File: src/sla_pkg.sv
`timescale 1ns / 1ps
// ----------------------------------------------------------------------------
// sla_pkg
// shared constants, codes and types of the slot allocator
// ----------------------------------------------------------------------------
package sla_pkg;

  localparam int NUM_SLOTS = 32;
  localparam int LIFE_BITS = 8;
  localparam int IDX_W     = $clog2(NUM_SLOTS);

  // transaction field widths
  localparam int CMD_W     = 2;
  localparam int NEWLIFE_W = 8;
  localparam int REL_W     = 5;
  localparam int SLOT_W    = 5;
  localparam int EXP_W     = 6;

  localparam logic [CMD_W-1:0] CMD_ALLOC   = 2'd0;
  localparam logic [CMD_W-1:0] CMD_TICK    = 2'd1;
  localparam logic [CMD_W-1:0] CMD_RELEASE = 2'd2;

  typedef enum logic [2:0] {
    ST_IDLE,
    ST_SCAN,
    ST_DRAIN,
    ST_WRITE,
    ST_RESP
  } sla_state_t;

  typedef struct packed {
    logic [SLOT_W-1:0] slot_index;
    logic              stolen;
    logic [EXP_W-1:0]  expired_count;
  } sla_res_t;

endpackage

File: src/sla_if.sv
`timescale 1ns / 1ps
// ----------------------------------------------------------------------------
// sla_if
// valid/ready channels for commands and results of the slot allocator
// ----------------------------------------------------------------------------
interface sla_in_if import sla_pkg::*; ();
  logic                 valid;
  logic                 ready;
  logic [CMD_W-1:0]     command;
  logic [NEWLIFE_W-1:0] new_life;
  logic [REL_W-1:0]     release_index;

  modport source (output valid, command, new_life, release_index, input ready);
  modport sink (input valid, command, new_life, release_index, output ready);
endinterface

interface sla_out_if import sla_pkg::*; ();
  logic              valid;
  logic              ready;
  logic [SLOT_W-1:0] slot_index;
  logic              stolen;
  logic [EXP_W-1:0]  expired_count;

  modport source (output valid, slot_index, stolen, expired_count, input ready);
  modport sink (input valid, slot_index, stolen, expired_count, output ready);
endinterface

File: src/sla_ram.sv
`timescale 1ns / 1ps
// ----------------------------------------------------------------------------
// sla_ram
// generic simple dual-port ram, one write and one registered read per cycle
// ----------------------------------------------------------------------------
module sla_ram #(
  parameter int WIDTH = 8,
  parameter int DEPTH = 32
) (
  input  logic                     clk,
  input  logic                     we,
  input  logic [$clog2(DEPTH)-1:0] waddr,
  input  logic [WIDTH-1:0]         wdata,
  input  logic [$clog2(DEPTH)-1:0] raddr,
  output logic [WIDTH-1:0]         rdata
);

  logic [WIDTH-1:0] mem [DEPTH];

  always_ff @(posedge clk) begin
    if (we) begin
      mem[waddr] <= wdata;
    end
    rdata <= mem[raddr];
  end

endmodule

File: src/sla_engine.sv
`timescale 1ns / 1ps
// ----------------------------------------------------------------------------
// sla_engine
// command sequencer: valid flags, search pointer and scans over the life ram
// ----------------------------------------------------------------------------
module sla_engine import sla_pkg::*; (
  input  logic             clk,
  input  logic             rst_n,
  sla_in_if.sink           in_ch,
  output logic             res_valid,
  input  logic             res_take,
  output sla_res_t         res,
  output logic             ram_we,
  output logic [IDX_W-1:0] ram_waddr,
  output logic [LIFE_BITS-1:0] ram_wdata,
  output logic [IDX_W-1:0] ram_raddr,
  input  logic [LIFE_BITS-1:0] ram_rdata
);

  sla_state_t           state_r, state_nxt;
  logic [CMD_W-1:0]     cmd_r, cmd_nxt;
  logic [LIFE_BITS-1:0] life_r, life_nxt;
  logic [IDX_W-1:0]     start_r, start_nxt;
  logic [IDX_W-1:0]     cnt_r, cnt_nxt;
  logic                 rd_pend_r, rd_pend_nxt;
  logic [IDX_W-1:0]     rd_idx_r, rd_idx_nxt;
  logic                 have_best_r, have_best_nxt;
  logic [IDX_W-1:0]     best_r, best_nxt;
  logic [LIFE_BITS-1:0] best_life_r, best_life_nxt;
  logic [IDX_W-1:0]     chosen_r, chosen_nxt;
  logic                 stolen_r, stolen_nxt;
  logic [EXP_W-1:0]     exp_r, exp_nxt;
  logic [NUM_SLOTS-1:0] valid_r, valid_nxt;

  logic                 accept;
  logic                 is_alloc;
  logic [IDX_W:0]       scan_sum;
  logic [IDX_W-1:0]     scan_idx;
  logic                 free_hit;
  logic                 best_upd;
  logic [LIFE_BITS-1:0] life_masked;
  logic [LIFE_BITS-1:0] life_dec;

  assign in_ch.ready = (state_r == ST_IDLE);
  assign accept      = in_ch.valid && in_ch.ready;
  assign is_alloc    = (cmd_r == CMD_ALLOC);

  // allocate walks from the pointer with wrap, tick walks from slot zero
  always_comb begin
    scan_sum = {1'b0, (is_alloc ? start_r : '0)} + {1'b0, cnt_r};
    if (scan_sum >= (IDX_W+1)'(NUM_SLOTS)) begin
      scan_sum = scan_sum - (IDX_W+1)'(NUM_SLOTS);
    end
    scan_idx = scan_sum[IDX_W-1:0];
  end

  assign free_hit    = is_alloc && !valid_r[scan_idx];
  assign best_upd    = rd_pend_r && (!have_best_r || ram_rdata < best_life_r);
  assign life_masked = in_ch.new_life[LIFE_BITS-1:0];
  assign life_dec    = ram_rdata - LIFE_BITS'(1);

  // next state
  always_comb begin
    state_nxt = state_r;
    case (state_r)
      ST_IDLE: begin
        if (accept) begin
          if (in_ch.command == CMD_ALLOC || in_ch.command == CMD_TICK) begin
            state_nxt = ST_SCAN;
          end else begin
            state_nxt = ST_RESP;
          end
        end
      end
      ST_SCAN: begin
        if (free_hit) begin
          state_nxt = ST_WRITE;
        end else if (cnt_r == IDX_W'(NUM_SLOTS - 1)) begin
          state_nxt = ST_DRAIN;
        end
      end
      ST_DRAIN: state_nxt = is_alloc ? ST_WRITE : ST_RESP;
      ST_WRITE: state_nxt = ST_RESP;
      ST_RESP: begin
        if (res_take) begin
          state_nxt = ST_IDLE;
        end
      end
      default: state_nxt = ST_IDLE;
    endcase
  end

  // datapath and outputs
  always_comb begin
    cmd_nxt       = cmd_r;
    life_nxt      = life_r;
    start_nxt     = start_r;
    cnt_nxt       = cnt_r;
    rd_pend_nxt   = rd_pend_r;
    rd_idx_nxt    = rd_idx_r;
    have_best_nxt = have_best_r;
    best_nxt      = best_r;
    best_life_nxt = best_life_r;
    chosen_nxt    = chosen_r;
    stolen_nxt    = stolen_r;
    exp_nxt       = exp_r;
    valid_nxt     = valid_r;
    ram_we        = 1'b0;
    ram_waddr     = rd_idx_r;
    ram_wdata     = life_dec;
    ram_raddr     = scan_idx;
    res_valid     = 1'b0;
    res.slot_index    = SLOT_W'(chosen_r);
    res.stolen        = stolen_r;
    res.expired_count = exp_r;

    // consume the entry read in the previous cycle
    if (state_r == ST_SCAN || state_r == ST_DRAIN) begin
      if (is_alloc) begin
        if (best_upd) begin
          have_best_nxt = 1'b1;
          best_nxt      = rd_idx_r;
          best_life_nxt = ram_rdata;
        end
      end else if (rd_pend_r && valid_r[rd_idx_r]) begin
        ram_we = 1'b1;
        if (life_dec == '0) begin
          valid_nxt[rd_idx_r] = 1'b0;
          exp_nxt             = exp_r + EXP_W'(1);
        end
      end
    end

    case (state_r)
      ST_IDLE: begin
        if (accept) begin
          cmd_nxt       = in_ch.command;
          life_nxt      = (life_masked == '0) ? LIFE_BITS'(1) : life_masked;
          cnt_nxt       = '0;
          rd_pend_nxt   = 1'b0;
          have_best_nxt = 1'b0;
          chosen_nxt    = '0;
          stolen_nxt    = 1'b0;
          exp_nxt       = '0;
          if (in_ch.command == CMD_RELEASE &&
              32'(in_ch.release_index) < NUM_SLOTS) begin
            valid_nxt[in_ch.release_index[IDX_W-1:0]] = 1'b0;
          end
        end
      end
      ST_SCAN: begin
        if (free_hit) begin
          chosen_nxt  = scan_idx;
          rd_pend_nxt = 1'b0;
        end else begin
          rd_pend_nxt = 1'b1;
          rd_idx_nxt  = scan_idx;
          cnt_nxt     = cnt_r + IDX_W'(1);
        end
      end
      ST_DRAIN: begin
        rd_pend_nxt = 1'b0;
        if (is_alloc) begin
          // every slot live: evict the first shortest life in scan order
          chosen_nxt = best_upd ? rd_idx_r : best_r;
          stolen_nxt = 1'b1;
        end
      end
      ST_WRITE: begin
        ram_we              = 1'b1;
        ram_waddr           = chosen_r;
        ram_wdata           = life_r;
        valid_nxt[chosen_r] = 1'b1;
        start_nxt = (chosen_r == IDX_W'(NUM_SLOTS - 1)) ? '0 : chosen_r + IDX_W'(1);
      end
      ST_RESP: res_valid = 1'b1;
      default: ;
    endcase
  end

  always_ff @(posedge clk) begin
    if (!rst_n) begin
      state_r   <= ST_IDLE;
      start_r   <= '0;
      valid_r   <= '0;
      rd_pend_r <= 1'b0;
    end else begin
      state_r   <= state_nxt;
      start_r   <= start_nxt;
      valid_r   <= valid_nxt;
      rd_pend_r <= rd_pend_nxt;
    end
  end

  always_ff @(posedge clk) begin
    cmd_r       <= cmd_nxt;
    life_r      <= life_nxt;
    cnt_r       <= cnt_nxt;
    rd_idx_r    <= rd_idx_nxt;
    have_best_r <= have_best_nxt;
    best_r      <= best_nxt;
    best_life_r <= best_life_nxt;
    chosen_r    <= chosen_nxt;
    stolen_r    <= stolen_nxt;
    exp_r       <= exp_nxt;
  end

endmodule

File: src/slot_allocator_steal_shortest_life_top.sv
`timescale 1ns / 1ps
// flow: release and unknown commands go straight to the result; tick scans every
//   slot from slot zero; allocate scans from the pointer and stops at the first free
//   slot, or scans every slot and steals when all are live; the output register follows
// throughput: one transaction at a time, paced by the scan over the single
//   read port of the life ram
// reset: synchronous active low; valid flags and pointer clear at once, no clearing pass
// ----------------------------------------------------------------------------
// slot_allocator_steal_shortest_life_top
// round-robin slot allocator with shortest-lifetime eviction
// ----------------------------------------------------------------------------
module slot_allocator_steal_shortest_life_top import sla_pkg::*; (
  input logic       clk,
  input logic       rst_n,
  sla_in_if.sink    in_ch,
  sla_out_if.source out_ch
);

  logic                 res_valid;
  logic                 res_take;
  sla_res_t             res;
  logic                 ram_we;
  logic [IDX_W-1:0]     ram_waddr;
  logic [LIFE_BITS-1:0] ram_wdata;
  logic [IDX_W-1:0]     ram_raddr;
  logic [LIFE_BITS-1:0] ram_rdata;

  logic                 out_valid_r, out_valid_nxt;
  sla_res_t             out_res_r, out_res_nxt;

  sla_engine u_engine (
    .clk       (clk),
    .rst_n     (rst_n),
    .in_ch     (in_ch),
    .res_valid (res_valid),
    .res_take  (res_take),
    .res       (res),
    .ram_we    (ram_we),
    .ram_waddr (ram_waddr),
    .ram_wdata (ram_wdata),
    .ram_raddr (ram_raddr),
    .ram_rdata (ram_rdata)
  );

  sla_ram #(
    .WIDTH (LIFE_BITS),
    .DEPTH (NUM_SLOTS)
  ) u_life_ram (
    .clk   (clk),
    .we    (ram_we),
    .waddr (ram_waddr),
    .wdata (ram_wdata),
    .raddr (ram_raddr),
    .rdata (ram_rdata)
  );

  // output register lets the engine take the next command while a result waits
  assign res_take = res_valid && (!out_valid_r || out_ch.ready);

  always_comb begin
    out_valid_nxt = out_valid_r;
    out_res_nxt   = out_res_r;
    if (res_take) begin
      out_valid_nxt = 1'b1;
      out_res_nxt   = res;
    end else if (out_ch.ready) begin
      out_valid_nxt = 1'b0;
    end
  end

  always_ff @(posedge clk) begin
    if (!rst_n) begin
      out_valid_r <= 1'b0;
    end else begin
      out_valid_r <= out_valid_nxt;
    end
  end

  always_ff @(posedge clk) begin
    out_res_r <= out_res_nxt;
  end

  assign out_ch.valid         = out_valid_r;
  assign out_ch.slot_index    = out_res_r.slot_index;
  assign out_ch.stolen        = out_res_r.stolen;
  assign out_ch.expired_count = out_res_r.expired_count;

endmodule

File: src/flat_wrapper.sv
// flat-port wrapper written by rule: the top's interface ports become plain ports
module slot_allocator_steal_shortest_life_top_flat import sla_pkg::*;
  (clk, rst_n, in_ch_valid, in_ch_command, in_ch_new_life, in_ch_release_index, in_ch_ready, out_ch_valid, out_ch_slot_index, out_ch_stolen, out_ch_expired_count, out_ch_ready);
  sla_in_if in_ch_i ();
  sla_out_if out_ch_i ();
  input logic clk;
  input logic rst_n;
  input wire logic [$bits(in_ch_i.valid)-1:0] in_ch_valid;
  input wire logic [$bits(in_ch_i.command)-1:0] in_ch_command;
  input wire logic [$bits(in_ch_i.new_life)-1:0] in_ch_new_life;
  input wire logic [$bits(in_ch_i.release_index)-1:0] in_ch_release_index;
  output wire logic [$bits(in_ch_i.ready)-1:0] in_ch_ready;
  output wire logic [$bits(out_ch_i.valid)-1:0] out_ch_valid;
  output wire logic [$bits(out_ch_i.slot_index)-1:0] out_ch_slot_index;
  output wire logic [$bits(out_ch_i.stolen)-1:0] out_ch_stolen;
  output wire logic [$bits(out_ch_i.expired_count)-1:0] out_ch_expired_count;
  input wire logic [$bits(out_ch_i.ready)-1:0] out_ch_ready;
  assign in_ch_i.valid = in_ch_valid;
  assign in_ch_i.command = in_ch_command;
  assign in_ch_i.new_life = in_ch_new_life;
  assign in_ch_i.release_index = in_ch_release_index;
  assign in_ch_ready = in_ch_i.ready;
  assign out_ch_valid = out_ch_i.valid;
  assign out_ch_slot_index = out_ch_i.slot_index;
  assign out_ch_stolen = out_ch_i.stolen;
  assign out_ch_expired_count = out_ch_i.expired_count;
  assign out_ch_i.ready = out_ch_ready;
  slot_allocator_steal_shortest_life_top u_core (.clk(clk), .rst_n(rst_n), .in_ch(in_ch_i), .out_ch(out_ch_i));
endmodule
File: config.mk
export PLATFORM = sky130hd
export DESIGN_NAME = slot_allocator_steal_shortest_life_top_flat
export DESIGN_NICKNAME = d
export VERILOG_FILES = /design/src/sla_pkg.sv /design/src/sla_if.sv /design/src/sla_ram.sv /design/src/sla_engine.sv /design/src/slot_allocator_steal_shortest_life_top.sv /design/src/flat_wrapper.sv
export SDC_FILE = /design/constraint.sdc
export NUM_CORES = 1
export LEC_CHECK = 0
export BUFFER_PORTS_ARGS = -buffer_cell sky130_fd_sc_hd__buf_2
export CAP_MARGIN = 20
export CORE_MARGIN = 2
export CORE_UTILIZATION = 50
export CTS_BUF_LIST = sky130_fd_sc_hd__clkbuf_4 sky130_fd_sc_hd__clkbuf_8
export CTS_CLUSTER_SIZE = 14
export DETAILED_ROUTE_END_ITERATION = 10
export HOLD_SLACK_MARGIN = 0.08
export PLACE_DENSITY_LB_ADDON = 0.12
export SYNTH_ARGS = -nofsm -noshare
export SYNTH_HDL_FRONTEND = slang
export SYNTH_SLANG_ARGS = --single-unit
File: constraint.sdc
create_clock -name clk -period 4.1 [get_ports clk]
set_clock_uncertainty 0.2 [all_clocks]
set_input_delay 0.615 -clock clk [delete_from_list [all_inputs] [get_ports clk]]
set_output_delay 0.615 -clock clk [all_outputs]
set_load 0.02 [all_outputs]
After elaboration in Yosys (flattened, before gate mapping)
Memory sizes are Yosys's and may differ from the RTL's. A register that Yosys moved wholly into a read port is not among the register bits.
Cells that the tools add are included.
Storage, ports and cells
  RAM bits: 256
  output and inout bits: 14
  memories kept: 1
  register bits: 100
  input bits: 19
Memories
  u_core.u_life_ram.mem: words 32, bits a word 8, rd ports 1, clocked after Yosys merged registers in 1, write ports 1, line sla_ram.sv:18  | logic [WIDTH-1:0] mem [DEPTH];
Cells by class
  reductions and logical operators: 33
  bitwise operators: 6
  mux-type cells: 61
  magnitude comparators: 9
  add/subtract/negate cells: 6
  equal/unequal tests: 14
Operators by type and width (count)
  $mux W32: 6
  $and A32 B32 Y32: 2
  $not A32 Y32: 2
  $pmux W32 S2: 1
  $mux W5: 9
  $mux W6: 6
  $or A32 B32 Y32: 1
  $lt A5 B6 Y1 const B: 4
  $mux W1: 22
  $mux W3: 6
  $logic_not A8 Y1: 2
  $demux W1 S5: 3
  $ge A5 B1 Y1 const B: 3
  $pmux W3 S5: 1
  $pmux W5 S3: 1
  $reduce_and A3 Y1: 4
  $add A5 B1 Y5 const B: 2
  $bmux W1 S5: 2
  $eq A5 B5 Y1 const B: 2
  $pmux W5 S2: 1
  $logic_and A1 B1 Y1: 8
  $lt A8 B8 Y1: 1
  $mux W8: 1
  $reduce_and A2 Y1: 4
  23 further kinds: 35

Longest topological paths before layout
  depth after elaboration: 14
  depth in mapped cells: 12
  gate-level depth less buffers: 11

Hierarchy
A second synthesis with hierarchy kept.
Unflattened totals
  cells, all modules: 971
  area, all modules: 15675.0 µm²
By module, submodules not included
  sla_ram: times used 1, cells each 417, area an instance 10053.4 µm²
  sla_engine: times used 1, cells each 538, area an instance 5213.8 µm²
  slot_allocator_steal_shortest_life_top: times used 1, cells each 16, area an instance 407.9 µm²

Worst setup path after synthesis
Ideal clock, no wire load.
  path type: register to register
  start point: reg u_core.u_engine.cmd_r[1]
  end point: reg u_core.u_engine.chosen_r[0], enable pin
  cell stages (with the launch flop): 13
  period minus slack after synthesis: 3.782 ns
  setup slack: 0.318 ns
  data arrival time: 3.204 ns
  cells stage by stage: edfxtp_1 -> nor2_1 -> and2_1 -> ha_1 -> fa_1 -> buf_2 -> buf_1 -> mux4_2 -> nand2_1 -> nand2_1 -> o21ai_0 -> a22oi_1 -> a221oi_1
Between the ends
  cells in the longest elaborated chain, start to end: 11
  elaborated cells between the ends (all ways): 13
  classes of those cells: add/sub: 2; order compare: 1; eq/ne: 2; mux: 4; reduce/logical: 4
Ends and longest elaborated chain
  from (decl): line sla_engine.sv:21  | logic [CMD_W-1:0] cmd_r, cmd_nxt;
  from (signal assigned): line sla_engine.sv:196  | cmd_r <= cmd_nxt;
  $logic_not A2 Y1 *: line sla_engine.sv:46  | assign is_alloc = (cmd_r == CMD_ALLOC);
  $mux W5 *: line sla_engine.sv:50  | scan_sum = {1'b0, (is_alloc ? start_r : '0)} + {1'b0, cnt_r};
  $add A5 B5 Y6 *: line sla_engine.sv:50
  $sub A5 B1 Y5 / $ge A6 B6 Y1 (equally long branches): line sla_engine.sv:52, sla_engine.sv:51
  $mux W5 *: line sla_engine.sv:51  | if (scan_sum >= (IDX_W+1)'(NUM_SLOTS)) begin
  named net u_core.ram_raddr[1]: line slot_allocator_steal_shortest_life_top.sv:25  | logic [IDX_W-1:0] ram_raddr;
  $bmux W1 S5 *: line sla_engine.sv:57  | assign free_hit = is_alloc && !valid_r[scan_idx];
  $mux W1 (implied by the code) *: line sla_engine.sv:57
  $logic_not A1 Y1 *: line sla_engine.sv:57
  $logic_and A1 B1 Y1 *: line sla_engine.sv:57
  $ne A2 B2 Y1 (no source line) *
  $reduce_and A4 Y1 (no source line) *
  to (signal assigned): line sla_engine.sv:203  | chosen_r <= chosen_nxt;
  to (decl): line sla_engine.sv:30  | logic [IDX_W-1:0] chosen_r, chosen_nxt;
Mark *: on every way through the listed nets, which the timed path passes. The rest lies on a longest branch. The select of a mux whose other input is x is not followed.
A chain may end at the register's enable or synchronous reset.

Worst setup path after layout
  start point: reg u_core.u_engine.cmd_r[1]
  end point: reg u_core.u_engine.cnt_r[1], enable pin
Between the ends
  cells in the longest elaborated chain, start to end: 11
  elaborated cells between the ends (all ways): 12
  classes of those cells: add/sub: 2; order compare: 1; eq/ne: 1; mux: 4; reduce/logical: 4
Ends and longest elaborated chain
  $logic_not A2 Y1 *: line sla_engine.sv:46
  $mux W5 *: line sla_engine.sv:50
  $add A5 B5 Y6 *: line sla_engine.sv:50
  $sub A5 B1 Y5 / $ge A6 B6 Y1 (equally long branches): line sla_engine.sv:52, sla_engine.sv:51
  $mux W5 *: line sla_engine.sv:51
  named net u_core.ram_raddr[1]: line slot_allocator_steal_shortest_life_top.sv:25
  $bmux W1 S5 *: line sla_engine.sv:57
  $mux W1 (implied by the code) *: line sla_engine.sv:57
  $logic_not A1 Y1 *: line sla_engine.sv:57
  $logic_and A1 B1 Y1 *: line sla_engine.sv:57
  $ne A2 B2 Y1 (no source line) *
  $reduce_and A3 Y1 (no source line) *
  to (signal assigned): line sla_engine.sv:198  | cnt_r <= cnt_nxt;
  to (decl): line sla_engine.sv:24  | logic [IDX_W-1:0] cnt_r, cnt_nxt;
Marked as above.

==> metrics.cfg <==
[yosys]
synth.avg_cell_area_um2=15.28
synth_seq_area_share_pct=65.53
syn_nets=1076
synth_flop_cell=edfxtp_1
yosysWarnings=0
async_reset_ff_share_pct=0
ys_types=55
yosysTopAreaCellShare_pct=58.31
synth-seq-cells=364
synth_top_area_cell=edfxtp_1
syn_inst=1035
synth_edf_count=307
syn_area_um2=15810
synth_area_leaders=edfxtp_1, mux4_2, dfxtp_1

[job]
max_cap_viol_count=0

[worst_hold_path]
min_path_cells=4
hold_class=in -> reg

[critical_path]
path_class=reg -> reg
critPathArrivalTime_ps=3820
max_stage_delay_ps=740
critPathSlowestCell=fa_4
r2r_cells=9
path_buf_inv=0
required_ps=4150
critPathLaunchType=register
endpoint_kind=register
cp_cell_sequence=nor2_1, and2_1, ha_4, fa_4, mux4_2, mux2i_1, mux2_2, a22o_1, o21ai_0
crit_family=adder cells
crit_cells=9
path_max_fanout=10

[clock_network]
clock_latency_ps=620
htree_levels=2
cts.sink_count=364
clk_pin_slew_ps=60
cts-root-to-sink-buffers=3
cts-root-buf=clkbuf_8
cts_tree=done
cts_buffers=57
ctsResizeCount=0

[sta]
rsz0062_at_grt=false
whs_ps=152.9
min_period_ps=3764
min_period_over_period_pct=91.81
maxSlewHeadroom_pct=28.92
final-hold-violation-count=0
fmax_mhz=265.7
worst_slew_pin_slew_ps=1062
finalSetupViolCount=0
tns_ps=0
drv_slew=0

[floorplanning]
fp.dieH_um=181.8
core_area_um2=31310
dieArea_um2=33060
ioPinCount=33
dieWidth_um=181.8
start_util_pct=50.49
row_count=65

[finish]
fillers=2446
areaGrowthSynthToFinish_pct=13.77
final_nets=1177
final_cell_mix=edfxtp_1, nor2_1, nand2_1
final_cells=1582
regArea_um2=10360
final_common_cell=edfxtp_1
final_area_um2=17990
n_antenna_cell=0
drive_gt1_share_pct=26.27
multi_input_area_um2=5175

[pwr]
p_int_mw=6.459
total_power_mw=8.664
sw_frac_of_total_pct=25.45
p_comb_share_pct=12.5
p_switching_mw=2.205
leakage_nw=6.025
p_per_area_nw_per_um2=481.7
power_frac_clock_pct=35.5
pwr-share-seq_pct=52.0
peakVddDrop_mv=0.3108

[place]
dpl.hpwl_um=23710
placed_area_um2=16740
dp.cells=1469
io_buffers=32
gp_congestion=0.8632

[global_routing]
antenna_found_initial=0
grt_pass1_wl_um=57770
grt_pass1_vias=9347
grt_max_degree=51
grt_use_met3_pct=3.470
grt.busiest_layer=met2
grtUsageTotal_pct=23.79
overflow=0
gr-usage-met2_pct=37.46
grt_util_met1_pct=34.12

[routing]
vias=9447
vias_per_cell=5.972
route.detailed.drc=0
first_pass_iters=4
wl_per_cell_um=24.35
drt-total-wl_um=38520
drt_iter0_drc=753
postRouteAntennaNets=0

[outcome]
outcome=finished, final reports clean

-- through the flow --
stage / worst slack (ps) / util, %
finish: 335.8 / 57.45
global route: 97.38 / 57.45
CTS: 318.5 / 57.45
detailed placement: 293.4 / 53.45
global placement: 362.0 / 53.45
floorplan: 318.5 / -
-- synthesized netlist by cell type (5+ instances only) --
master,count
buf_4,5
a22o_1,6
nand3_1,9
nand2b_1,5
mux4_2,96
o21ai_0,12
nor4_1,5
xor2_1,8
nor3b_1,9
clkbuf_1,38
edfxtp_1,307
a21o_1,6
inv_1,18
and2_1,11
buf_1,7
a31oi_1,28
nor3_1,14
buf_2,5
mux2_2,14
nor2b_1,10
a21oi_1,27
nor2_1,113
ha_1,21
nand2_1,100
o211ai_1,29
and3_1,11
dfxtp_1,57
xnor2_1,9
-- routing by layer --
layer,wire length (µm),vias up,part of all wire [%]
met5,0,-,0
met4,1301,0,3.4
li1,-,4225,-
met3,2370,92,6.2
met2,18000,359,47
met1,16850,4771,44
-- final timing paths --
check,startpoint,endpoint,slack [ps]
worst max-delay path,u_core.u_engine.cmd_r[1]$_DFFE_PP_,u_core.u_engine.cnt_r[1]$_SDFFCE_PN0P_,340
worst min-delay path,out_ch_ready,u_core.out_ch.valid$_SDFFE_PN0P_,150
worst max register to register,u_core.u_engine.cmd_r[1]$_DFFE_PP_,u_core.u_engine.cnt_r[1]$_SDFFCE_PN0P_,340
worst min register to register,u_core.u_engine.stolen_r$_DFFE_PP_,u_core.out_ch.stolen$_DFFE_PP_,220
-- worst register-to-register path, stage by stage, from the launching register on --
cell and delay, ps:
edfxtp_1 370, nor2_1 200, and2_1 210, ha_4 160, fa_4 740, mux4_2 400, mux2i_1 60, mux2_2 290
a22o_1 240, o21ai_0 530
-- cell type report --
cell class                      count  area share [%]
Inverter                           19          0.3965
Tap cell                          402           2.796
Clock buffer                       78           5.412
Timing Repair Buffer              101           4.048
Sequential cell                   364           57.60
Clock inverter                     25          0.9808
Multi-Input combinational cell    593           28.77
-- cell families (layout without fill, tap and decap cells) --
group           Yosys count  after routing  synth area share [%]
xor+xnor                 18             18                 1.116
compound gates          128            128                 5.358
buf+inv                  78            223                 2.200
fa+ha+maj                22             22                 1.789
simple gates            312            312                 9.148
flops                   364            364                 65.53
mux                     113            113                 14.86
-- power by group through the flow --
stage / Sequential [mW] / Combinational, mW / Clock [mW]
after floorplan: 4.53 / 0.708 / 0
after global placement: 4.58 / 1.07 / 0
after detailed placement: 4.58 / 1.09 / 0
after CTS: 4.50 / 1.10 / 3.15
after global routing: 4.51 / 1.19 / 3.30
final: 4.51 / 1.08 / 3.07
-- state kept, by name, summed over array words and instances (netlist names), 2 cells and up --
register and cells:
u_core.u_engine.cmd_r 2, u_core.u_engine.best_life_r 8, u_core.u_engine.life_r 8, u_core.u_engine.start_r 5
u_core.u_life_ram.rdata 8, u_core.u_engine.best_r 5, u_core.u_life_ram.mem 256, u_core.out_ch.slot_index 5
u_core.u_engine.valid_r 32, u_core.u_engine.rd_idx_r 5, u_core.out_ch.expired_count 6, u_core.u_engine.cnt_r 5
u_core.u_engine.state_r 3, u_core.u_engine.exp_r 6, u_core.u_engine.chosen_r 5
-- timing repair --
item / in CTS / in global routing
hold buffers: 10 / 0
buffers inserted: 0 / 0
endpoints found under the hold margin: 10 / 0
No activity file was read; power rests on OpenSTA's default activity.
